<file path="src/design/eodh_pkg.sv">
// Shared constants, types and register codes for the orbit density histogram.
package eodh_pkg;

  localparam int GRID_COLUMNS   = 1024;
  localparam int GRID_ROWS      = 512;
  localparam int MAX_ITERATIONS = 255;
  localparam int COUNT_BITS     = 32;
  localparam int COL_BITS       = $clog2(GRID_COLUMNS);
  localparam int ROW_BITS       = $clog2(GRID_ROWS);
  localparam int BIN_TOTAL      = GRID_COLUMNS * GRID_ROWS;
  localparam int IDX_BITS       = $clog2(BIN_TOTAL);
  localparam int QUEUE_DEPTH    = 2;

  localparam logic [2:0] REG_X_LOW   = 3'd0;
  localparam logic [2:0] REG_X_HIGH  = 3'd1;
  localparam logic [2:0] REG_Y_LOW   = 3'd2;
  localparam logic [2:0] REG_Y_HIGH  = 3'd3;
  localparam logic [2:0] REG_X_SCALE = 3'd4;
  localparam logic [2:0] REG_Y_SCALE = 3'd5;
  localparam logic [2:0] REG_LIMIT   = 3'd6;

  localparam logic [31:0] RST_X_LOW   = 32'hE000_0000;
  localparam logic [31:0] RST_X_HIGH  = 32'h1000_0000;
  localparam logic [31:0] RST_Y_LOW   = 32'hF000_0000;
  localparam logic [31:0] RST_Y_HIGH  = 32'h1000_0000;
  localparam logic [31:0] RST_X_SCALE = 32'd22347776;
  localparam logic [31:0] RST_Y_SCALE = 32'd16744448;
  localparam logic [7:0]  RST_LIMIT   = 8'd255;

  localparam logic [63:0] ESCAPE_RADIUS_SQ = 64'h0400_0000_0000_0000;

  typedef enum logic {
    OP_TRACE = 1'b0,
    OP_READ  = 1'b1
  } op_t;

  typedef struct packed {
    op_t                 op;
    logic signed [31:0]  c_real;
    logic signed [31:0]  c_imag;
    logic [9:0]          read_column;
    logic [8:0]          read_row;
  } item_t;

  typedef struct packed {
    logic  valid;
    item_t item;
  } queue_head_t;

  typedef struct packed {
    logic pop;
    logic clear_done;
  } engine_status_t;

endpackage

</file>
<file path="src/design/eodh_front.sv">
// Input stage: accepts transfers, decodes the command and queues items.
module eodh_front import eodh_pkg::*; (
  input  logic           clk,
  input  logic           rst,
  input  logic           s_tvalid,
  output logic           s_tready,
  input  logic [87:0]    s_tdata,
  input  logic           s_tuser,
  input  engine_status_t status,
  output queue_head_t    head
);

  localparam int PTR_BITS = $clog2(QUEUE_DEPTH);

  item_t               slots [QUEUE_DEPTH];
  logic [PTR_BITS-1:0] wr_ptr;
  logic [PTR_BITS-1:0] rd_ptr;
  logic [PTR_BITS:0]   fill;
  item_t               incoming;
  logic                push;
  logic                pop;

  always_comb begin
    incoming.op          = s_tuser ? OP_READ : OP_TRACE;
    incoming.c_real      = s_tdata[31:0];
    incoming.c_imag      = s_tdata[63:32];
    incoming.read_column = s_tdata[73:64];
    incoming.read_row    = s_tdata[82:74];
  end

  assign s_tready   = status.clear_done && (fill != (PTR_BITS+1)'(QUEUE_DEPTH));
  assign push       = s_tvalid && s_tready;
  assign pop        = status.pop && (fill != '0);
  assign head.valid = (fill != '0);
  assign head.item  = slots[rd_ptr];

  always_ff @(posedge clk) begin
    if (push) begin
      slots[wr_ptr] <= incoming;
    end
  end

  always_ff @(posedge clk) begin
    if (rst) begin
      wr_ptr <= '0;
      rd_ptr <= '0;
      fill   <= '0;
    end else begin
      if (push) begin
        wr_ptr <= (wr_ptr == PTR_BITS'(QUEUE_DEPTH - 1)) ? '0 : wr_ptr + 1'b1;
      end
      if (pop) begin
        rd_ptr <= (rd_ptr == PTR_BITS'(QUEUE_DEPTH - 1)) ? '0 : rd_ptr + 1'b1;
      end
      fill <= fill + (PTR_BITS+1)'(push) - (PTR_BITS+1)'(pop);
    end
  end

endmodule

</file>
<file path="config.mk">
export PLATFORM = sky130hd
export DESIGN_NAME = eodh_front
export DESIGN_NICKNAME = d
export VERILOG_FILES = /design/src/design/eodh_pkg.sv /design/src/design/eodh_front.sv
export SDC_FILE = /design/constraint.sdc
export NUM_CORES = 1
export LEC_CHECK = 0
export BUFFER_PORTS_ARGS = -buffer_cell sky130_fd_sc_hd__buf_4
export CORE_MARGIN = 4
export CORE_UTILIZATION = 58
export CTS_BUF_LIST = sky130_fd_sc_hd__clkbuf_4
export DETAILED_ROUTE_END_ITERATION = 10
export GPL_TIMING_DRIVEN = 0
export PLACE_DENSITY = 0.95
export SLEW_MARGIN = 20
export SYNTH_ARGS = -nofsm -noshare
export SYNTH_HDL_FRONTEND = slang
export SYNTH_SLANG_ARGS = --single-unit
</file>
<file path="constraint.sdc">
create_clock -name clk -period 9.4 [get_ports clk]
set_clock_uncertainty 0.2 [all_clocks]
set_input_delay 1.88 -clock clk [delete_from_list [all_inputs] [get_ports clk]]
set_output_delay 1.88 -clock clk [all_outputs]
set_load 0.01 [all_outputs]
</file>
==> flow_summary_export.csv, run 1 <==
group,metric,value,unit
status,status,"finished, final reports clean",
floorplan,rows,38,
floorplan,start_util,0.5983,
critical_path,crit_arrival,2.27,ns
layout,diodes,0,
critical_path,critPathTopFamily,"buffers and inverters",
timing,worst_pin_slew,0.6429,ns
clock_tree,cts_htree_levels,4,
synthesis,synth.avg_cell_area,22.80,um^2
synthesis,synth_area_leaders,"edfxtp_1, mux2_4, mux2_2",
timing,setup_tns,0,ns
clock_tree,clk_pin_slew_worst_paths,0.13,ns
layout,nets,581,
critical_path,cp.required,7.32,ns
clock_tree,cts_root_buffer,"clkbuf_4",
synthesis,seq_area_frac_synth,0.7864,
grt,grt_max_degree,45,
floorplan,pin_count,180,
timing,hold_viol_final,0,
synthesis,synth_edf_count,168,
synthesis,synth.cell_area,6543,um^2
grt,grt_use_met3,0.06448,
floorplan,die_h,114.2,um
detailed_routing,dr.pass1.iters,4,
synthesis,synthTopCellsByCount,"edfxtp_1, mux2_4, mux2_2, buf_6",
clock_tree,insertion_delay,0.50,ns
grt,gr-usage-met1,0.2301,
grt,top_usage_layer,"met2",
critical_path,cp-end-kind,"primary output",
timing,drv_slew,0,
synthesis,synth_seq_cells,173,
synthesis,synth_most_common_cell,"edfxtp_1",
critical_path,worstSetupPathType,"in2out",
timing,max_freq,0.2296,GHz
clock_tree,cts_tree,"yes",
min_path,min_from,"rd_ptr$_SDFFE_PP0P_",
synthesis,synth_top_area_share,0.7711,
critical_path,path_cells,"buf_4 > and2_1 > buf_4",
critical_path,cp_common_cell,"buf_4",
layout,area_growth,29.03,%
synthesis,yosysWarningCount,0,
grt,grt_pass1_vias,3572,
synthesis,syn_inst,287,
critical_path,crit_buf_inv,2,
detailed_routing,drtIter0Drc,104,
clock_tree,post-cts-setup-buffer-count,0,
detailed_routing,via_per_inst,5.194,
pwr,p_leak,3.256,nW
critical_path,start_kind,"input pin",
synthesis,syn_nets,383,
flow_run,maxCapViolations,0,
floorplan,die_area,13040,um^2
timing,rsz0062_at_grt,"no",
critical_path,regToRegSetupSlack,7.25,ns
min_path,holdPathStages,2,
clock_tree,numCtsBuffers,17,
pwr,power.density,234.6,nW/um^2
clock_tree,ctsHoldBuffers,0,
synthesis,synth_top_flop_cell,"edfxtp_1",
detailed_routing,drc_errors,0,
clock_tree,max-clock-path-buffers,2,
grt,grt_use_met2,0.3333,
detailed_routing,drt-wirelength-per-cell,19.12,um
timing,finalSetupViolations,0,
critical_path,r2r-start,"fill[0]$_SDFF_PP0_",
place,placement.io_buffers,174,
timing,period_share,0.4633,
grt,grt-ovfl-total,0,
synthesis,synth_largest_area_cell,"edfxtp_1",
synthesis,async_reset_ff_frac,0,
floorplan,die_w,114.2,um
grt,track_usage,0.1925,
critical_path,critPathSlowestCell,"and2_1",
clock_tree,cts-resized-gates,0,
floorplan,core,10940,um^2
timing,max_slew_margin,0.5714,
detailed_routing,routed_wl,12200,um
synthesis,synth.distinct_cells,19,
grt,antenna_found_initial,0,
layout,layout-drive-gt1-share,0.6104,
place,post-dp-hpwl,8918,um
critical_path,r2r_cells,4,
grt,grt_pass1_wl,18590,um
timing,fin_crit,4.355,ns
clock_tree,clock-sinks,173,
pwr,fin_total_pwr,1.980,mW
place,place_congestion,0.7663,
detailed_routing,antenna_left,0,
critical_path,max_stage_delay,0.14,ns
critical_path,r2r-end,"slots[1][38]$_DFFE_PP_",
detailed_routing,num_vias,3314,
critical_path,worstPathMaxFanout,2,
min_path,hp-class,"reg2reg",
pwr,irDropWorstVdd,139.8,uV
==> registers in the layout (all words and copies together), names as in the netlist, named ones only <==
signal	cells
rd_ptr	1
slots	168
wr_ptr	1
fill	2
==> kinds of logic after synthesis <==
logic type               synth area share
adder cells (fa/ha/maj)          0.003824
XOR/XNOR                         0.002678
AND/OR/NAND/NOR                   0.01109
flip-flops                         0.7864
multiplexers                       0.1807
AO/OA/AOI/OAI                    0.001148
buffers and inverters             0.01415
==> layer usage <==
metal,share of wire,up-vias
li1,-,1535
met1,0.38,1620
met2,0.53,151
met3,0.089,8
met4,0.0063,0
met5,0,-
==> stage by stage <==
| stage | instances | hold WS [ns] | setup slack (ns) | area (um^2) | utilization |
|---|---|---|---|---|---|
| after floorplan | 287 | 0.2809 | 3.161 | 6543 | - |
| after global placement | 601 | 0.2979 | 1.393 | 8024 | 0.7338 |
| after detailed placement | 606 | 0.3086 | 5.048 | 8167 | 0.7468 |
| after CTS | 638 | 0.3606 | 5.046 | 8442 | 0.7720 |
| after global routing | 638 | 0.3928 | 5.025 | 8442 | 0.7720 |
| final | 638 | 0.3512 | 5.045 | 8442 | 0.7720 |
==> power by group <==
group          internal, mW  total (mW)  switching, mW
clock                 0.157       0.398          0.241
sequential            0.917       0.937         0.0200
combinational         0.372       0.645          0.273
==> worst max-delay path by stage <==
stage / cells past startpoint / endpoint / slack [ns] / startpoint
2_1_floorplan: 2 / slots[0][0]$_DFFE_PP_ / 3.16 / s_tvalid
3_3_place_gp: 3 / slots[0][32]$_DFFE_PP_ / 1.39 / s_tvalid
3_5_place_dp: 3 / s_tready / 5.05 / status[0]
4_1_cts: 3 / s_tready / 5.05 / status[0]
5_1_grt: 3 / s_tready / 5.03 / status[0]
6_report: 3 / s_tready / 5.05 / status[0]
==> layout by cell type, fill, tap and decap left out, types with 4 or more instances in the layout <==
cell / Yosys / routed
buf_6: 7 / 7
mux2_4: 60 / 60
buf_16: 0 / 4
clkinv_1: 0 / 4
buf_4: 0 / 174
dfxtp_1: 5 / 5
edfxtp_1: 168 / 168
nor2_1: 5 / 4
mux2_2: 25 / 25
clkbuf_4: 0 / 17
clkinv_4: 0 / 4
==> worst register-to-register path, cell delays in order (launching register included) <==
cell	delay (ns)
dfxtp_1	0.39
nand2b_1	0.14
and2_1	0.15
and3_4	0.61
buf_12	0.33
==> final cells by class <==
| cell class | count | area [um^2] |
|---|---|---|
| Buffer | 9 | 88.84 |
| Sequential cell | 173 | 5145 |
| Clock buffer | 17 | 127.6 |
| Multi-Input combinational cell | 104 | 1318 |
| Tap cell | 140 | 175.2 |
| Inverter | 1 | 3.754 |
| Clock inverter | 15 | 147.6 |
| Fill cell | 625 | 2494 |
| Timing Repair Buffer | 179 | 1436 |
No activity file was read; power rests on OpenSTA's default activity.
==> run 2: changes to the inputs <==
--- a/config.mk
+++ b/config.mk
@@ -7,11 +7,11 @@
 export LEC_CHECK = 0
 export BUFFER_PORTS_ARGS = -buffer_cell sky130_fd_sc_hd__buf_4
 export CORE_MARGIN = 4
-export CORE_UTILIZATION = 58
+export CORE_UTILIZATION = 49
 export CTS_BUF_LIST = sky130_fd_sc_hd__clkbuf_4
 export DETAILED_ROUTE_END_ITERATION = 10
 export GPL_TIMING_DRIVEN = 0
-export PLACE_DENSITY = 0.95
+export PLACE_DENSITY = 0.87
 export SLEW_MARGIN = 20
 export SYNTH_ARGS = -nofsm -noshare
 export SYNTH_HDL_FRONTEND = slang
==> constraint.sdc (replaced) <==
create_clock -name clk -period 3.67 [get_ports clk]
set_clock_uncertainty 0.2 [all_clocks]
set_input_delay 0.734 -clock clk [delete_from_list [all_inputs] [get_ports clk]]
set_output_delay 0.734 -clock clk [all_outputs]
set_load 0.01 [all_outputs]
==> run 2 against run 1 <==
  * Utilization decreased by 11 points
  * Sequential share of layout area down 0.32 points
  * Global-route usage down 3.8 points
  * Worst hold slack got worse by 0.17 ns
  * Sequential cell count did not move
  * Via count down 2.5%
  * Wire length shrank 4.0%
  * Non-clock buffer count is 1 lower
  * Critical path depth is 1 higher
  * First-iteration DRC count up 88%
  * Highest routed layer unchanged
==> flow_summary_export.csv, run 2 (synthesized netlist as in run 1, its figures left out) <==
group,metric,value,unit
detailed_routing,via_per_inst,4.837,
detailed_routing,drc_errors,0,
layout,layout_commonest_cell,"buf_4",
layout,fin_area,8487,um^2
layout,top_regs,"slots (168), fill (2)",
clock_tree,ctsHoldBuffers,0,
status,status,"finished, final reports clean",
place,place_congestion,0.7268,
pwr,power.density,607.5,nW/um^2
detailed_routing,routed_wl,11700,um
layout,nets,580,
detailed_routing,dr.pass1.iters,4,
clock_tree,numCtsBuffers,17,
timing,drv_slew,0,
place,post-dp-hpwl,8469,um
detailed_routing,antenna_left,0,
clock_tree,cts-resized-gates,0,
critical_path,critPathSlowestCell,"dfxtp_1",
place,placement.io_buffers,174,
detailed_routing,num_vias,3231,
critical_path,worstSetupPathType,"reg2out",
critical_path,worstPathMaxFanout,10,
pwr,irDropWorstVdd,338.2,uV
critical_path,cp-end-kind,"primary output",
clock_tree,insertion_delay,0.52,ns
flow_run,maxCapViolations,0,
clock_tree,clock-sinks,173,
clock_tree,post-cts-setup-buffer-count,0,
floorplan,pin_count,180,
critical_path,cp.required,2.74,ns
pwr,p_leak,3.260,nW
clock_tree,cts_htree_levels,4,
critical_path,path_cells,"buf_6 > buf_6 > mux2_4 > buf_4",
timing,setup_tns,0,ns
timing,hold_viol_final,0,
grt,grt_max_degree,52,
timing,max_slew_margin,0.5894,
grt,antenna_found_initial,0,
layout,largest_reg_flops,168,
layout,area_growth,29.72,%
grt,track_usage,0.1550,
critical_path,start_kind,"register",
grt,grt_pass1_wl,17280,um
timing,rsz0062_at_grt,"no",
critical_path,critPathTopFamily,"buffers and inverters",
timing,fin_crit,2.697,ns
clock_tree,max-clock-path-buffers,2,
min_path,hp-class,"in2reg",
clock_tree,clk_pin_slew_worst_paths,0.13,ns
place,place_area,8179,um^2
detailed_routing,drtIter0Drc,195,
grt,grt_pass1_vias,3497,
pwr,fin_total_pwr,5.155,mW
timing,worst_pin_slew,0.6144,ns
floorplan,die_area,15260,um^2
critical_path,crit_arrival,1.76,ns
floorplan,start_util,0.5101,
floorplan,die_h,123.6,um
floorplan,rows,41,
place,placedCellCount,637,
timing,max_freq,0.3708,GHz
layout,fin_cells,668,
detailed_routing,drt-wirelength-per-cell,17.52,um
floorplan,core,12820,um^2
grt,grt-ovfl-total,0,
timing,period_share,0.7348,
floorplan,die_w,123.6,um
clock_tree,cts_root_buffer,"clkbuf_4",
critical_path,crit_buf_inv,3,
critical_path,cp_common_cell,"buf_6",
timing,finalSetupViolations,0,
layout,largest_register,"slots",
layout,layout-drive-gt1-share,0.6089,
layout,diodes,0,
clock_tree,cts_tree,"yes",
layout,layout_common_cells,"buf_4, edfxtp_1, mux2_4, mux2_2, clkbuf_4",
critical_path,max_stage_delay,0.38,ns
-- run 2: worst register-to-register path, cell delays in order (launching register included) --
cell and delay [ns]:
dfxtp_1 0.39, nand2b_1 0.14, nand3_1 0.18, nor2_4 0.53
buf_16 0.25, buf_16 0.20
-- run 2: worst paths after layout --
check        cells after the start           startpoint  slack, ns                      to
max                              4             register       0.97                head[19]
min                              1              s_tuser       0.18  slots[0][83]$_DFFE_PP_
min reg2reg                      2  rd_ptr$_SDFFE_PP0P_       0.33                register
max reg2reg                      5   fill[0]$_SDFF_PP0_       1.49  slots[0][29]$_DFFE_PP_
-- run 2: area by class of cell --
type | instances | area [um^2]
Sequential cell | 173 | 5145
Fill cell | 893 | 4338
Timing Repair Buffer | 178 | 1409
Multi-Input combinational cell | 104 | 1318
Tap cell | 172 | 215.2
Clock inverter | 13 | 172.7
Clock buffer | 18 | 135.1
Buffer | 9 | 88.84
Inverter | 1 | 3.754
-- run 2: power by group --
part	internal, mW	total (mW)	switching (mW)	leakage (nW)
combinational	0.942	1.63	0.687	1.52
clock	0.538	1.13	0.590	0.158
sequential	2.35	2.40	0.0503	1.58
total	3.83	5.16	1.33	3.26
-- run 2: routing by layer --
layer,global-route usage,vias up,wire length (um)
met1,0.1732,1559,4314
li1,-,1524,-
met4,0.06505,0,195
met2,0.2715,133,6210
met3,0.05124,15,983
met5,0,-,0
-- run 2: per-stage QoR --
stage / setup WS [ns] / util / hold slack, ns
final: 0.9735 / 0.6618 / 0.1797
after floorplan: 0.08038 / - / 0.2809
after global placement: -0.8461 / 0.6294 / 0.2974
after global routing: 0.8366 / 0.6618 / 0.09933
after detailed placement: 1.171 / 0.6378 / 0.3069
after CTS: 0.8848 / 0.6618 / 0.1103
==> run 3: changes to the inputs <==
==> constraint.sdc (replaced) <==
create_clock -name clk -period 2.44 [get_ports clk]
set_clock_uncertainty 0.2 [all_clocks]
set_input_delay 0.488 -clock clk [delete_from_list [all_inputs] [get_ports clk]]
set_output_delay 0.488 -clock clk [all_outputs]
set_load 0.01 [all_outputs]
==> run 3 against run 2 <==
  * Worst hold slack lost 0.060 ns
  * Sequential share of layout area shrank 6.9 points
  * Worst setup slack lost 0.94 ns
  * Wire length grew 17%
  * Critical path type unchanged
==> flow_summary_export.csv, run 3 (synthesized netlist as in run 1, its figures left out) <==
group,metric,value,unit
grt,grt_pass1_wl,20960,um
detailed_routing,drt-wirelength-per-cell,18.19,um
detailed_routing,wl_met2,7761,um
grt,grt_max_degree,45,
clock_tree,cts_root_buffer,"clkbuf_4",
grt,track_usage,0.1880,
critical_path,worstSetupPathType,"reg2out",
critical_path,start_kind,"register",
grt,antenna_found_initial,0,
detailed_routing,dr.pass1.iters,4,
floorplan,die_area,15260,um^2
detailed_routing,antenna_left,0,
critical_path,crit_arrival,1.72,ns
critical_path,cp-end-kind,"primary output",
critical_path,cp.required,1.75,ns
timing,rsz0062_at_grt,"yes",
clock_tree,max-clock-path-buffers,2,
clock_tree,cts_htree_levels,4,
timing,drv_slew,0,
min_path,hp-class,"in2reg",
detailed_routing,drtIter0Drc,168,
clock_tree,clk_pin_slew_worst_paths,0.13,ns
layout,area_growth,46.43,%
detailed_routing,wl_met1,5009,um
critical_path,worstPathMaxFanout,10,
place,placedCellCount,637,
timing,max_slew_margin,0.5323,
timing,max_freq,0.4157,GHz
clock_tree,cts_tree,"yes",
critical_path,crit_buf_inv,3,
detailed_routing,drc_errors,0,
critical_path,critPathTopFamily,"buffers and inverters",
place,place_ws,0.1488,ns
flow_run,maxCapViolations,0,
pwr,p_leak,3.682,nW
place,place_congestion,0.6413,
layout,largest_register,"slots",
floorplan,rows,41,
layout,fin_cells,755,
pwr,power.density,833.2,nW/um^2
status,status,"finished, final reports clean",
critical_path,critPathSlowestCell,"dfxtp_4",
detailed_routing,top_layer,"met4",
grt,grt_pass1_vias,4039,
critical_path,cp_common_cell,"buf_12",
layout,largest_reg_flops,168,
timing,setup_slack,0.03442,ns
timing,period_share,0.9859,
detailed_routing,via_per_inst,4.811,
clock_tree,insertion_delay,0.55,ns
timing,fin_crit,2.406,ns
layout,layout-drive-gt1-share,0.5266,
layout,diodes,0,
floorplan,start_util,0.5101,
place,post-dp-hpwl,8331,um
clock_tree,clock-sinks,173,
timing,finalSetupViolations,0,
floorplan,core,12820,um^2
grt,grt-ovfl-total,0,
clock_tree,numCtsBuffers,17,
critical_path,path_cells,"buf_12 > buf_12 > mux2_4 > buf_6",
timing,hold_viol_final,0,
layout,layout_common_cells,"edfxtp_1, buf_4, dlygate4sd3_1, mux2_4, buf_6",
layout,top_regs,"slots (168), fill (2)",
floorplan,die_w,123.6,um
floorplan,die_h,123.6,um
layout,layout_commonest_cell,"edfxtp_1",
timing,worst_pin_slew,0.6999,ns
floorplan,pin_count,180,
detailed_routing,route.met3.wl,707,um
place,placement.io_buffers,174,
critical_path,max_stage_delay,0.39,ns
layout,nets,666,
detailed_routing,num_vias,3632,
detailed_routing,routed_wl,13730,um
pwr,irDropWorstVdd,543.3,uV
==> run 3: cell count changes in the layout (fill, tap and decap cells not counted), moves of 2 or more <==
cell           before  now
dfxtp_1             5    3
buf_2               2    0
bufinv_16           4    1
buf_6               7   60
clkinv_2            1    5
buf_12              1    9
buf_4             174  115
dlygate4sd3_1       0   85
==> run 3: final timing paths <==
path                            cells past startpoint                start  slack [ns]                     end
worst max-delay path                                4             register        0.03                head[16]
worst min-delay path                                3            status[0]        0.12     wr_ptr$_SDFFE_PP0P_
worst max register to register                      5   fill[0]$_SDFF_PP0_        0.28  slots[0][71]$_DFFE_PP_
worst min register to register                      2  rd_ptr$_SDFFE_PP0P_        0.35     rd_ptr$_SDFFE_PP0P_
==> run 3: per-layer routing <==
metal  up-vias  GRT usage
met2       125     0.3500
met1      1786     0.2014
met3        20    0.05306
li1       1701          -
met5         -          0
met4         0    0.06990
==> run 3: cell type report <==
cell class	instances	area, um^2
Tap cell	172	215.2
Multi-Input combinational cell	104	1338
Fill cell	702	3244
Buffer	9	155.1
Inverter	1	3.754
Clock buffer	17	127.6
Timing Repair Buffer	264	2485
Sequential cell	173	5150
Clock inverter	15	106.4
==> run 3: repair_timing <==
item                       4_1_cts  5_1_grt
hold endpoints to repair       172        0
hold buffers                    85        0
resized for setup               76        2
buffers inserted                 1        0
setup endpoints to repair       80       82
==> run 3: worst register-to-register path, stage by stage, from the launching register on <==
cell,delay (ns)
dfxtp_2,0.38
nand2b_4,0.14
nand3_4,0.10
nor2_4,0.57
buf_12,0.27
buf_16,0.21
==> run 3: through the flow <==
stage          total power [mW]  setup TNS [ns]  utilization  area [um^2]  hold WS, ns
6_report                  7.983               0       0.7470         9580       0.1192
4_1_cts                   8.031         -0.3769       0.7466         9575      0.07049
3_5_place_dp              6.198               0       0.6388         8193       0.3088
2_1_floorplan             5.146         -0.6124            -         6573       0.2809
5_1_grt                   8.382          -2.322       0.7470         9580      0.07211
3_3_place_gp              6.101         -109.03       0.6311         8094       0.2959
==> run 3: where the power goes <==
part	leakage, nW	switching [mW]	internal, mW	total, mW
registers	1.58	0.0894	3.54	3.63
clock network	0.128	0.908	0.480	1.39
logic	1.97	1.17	1.80	2.97
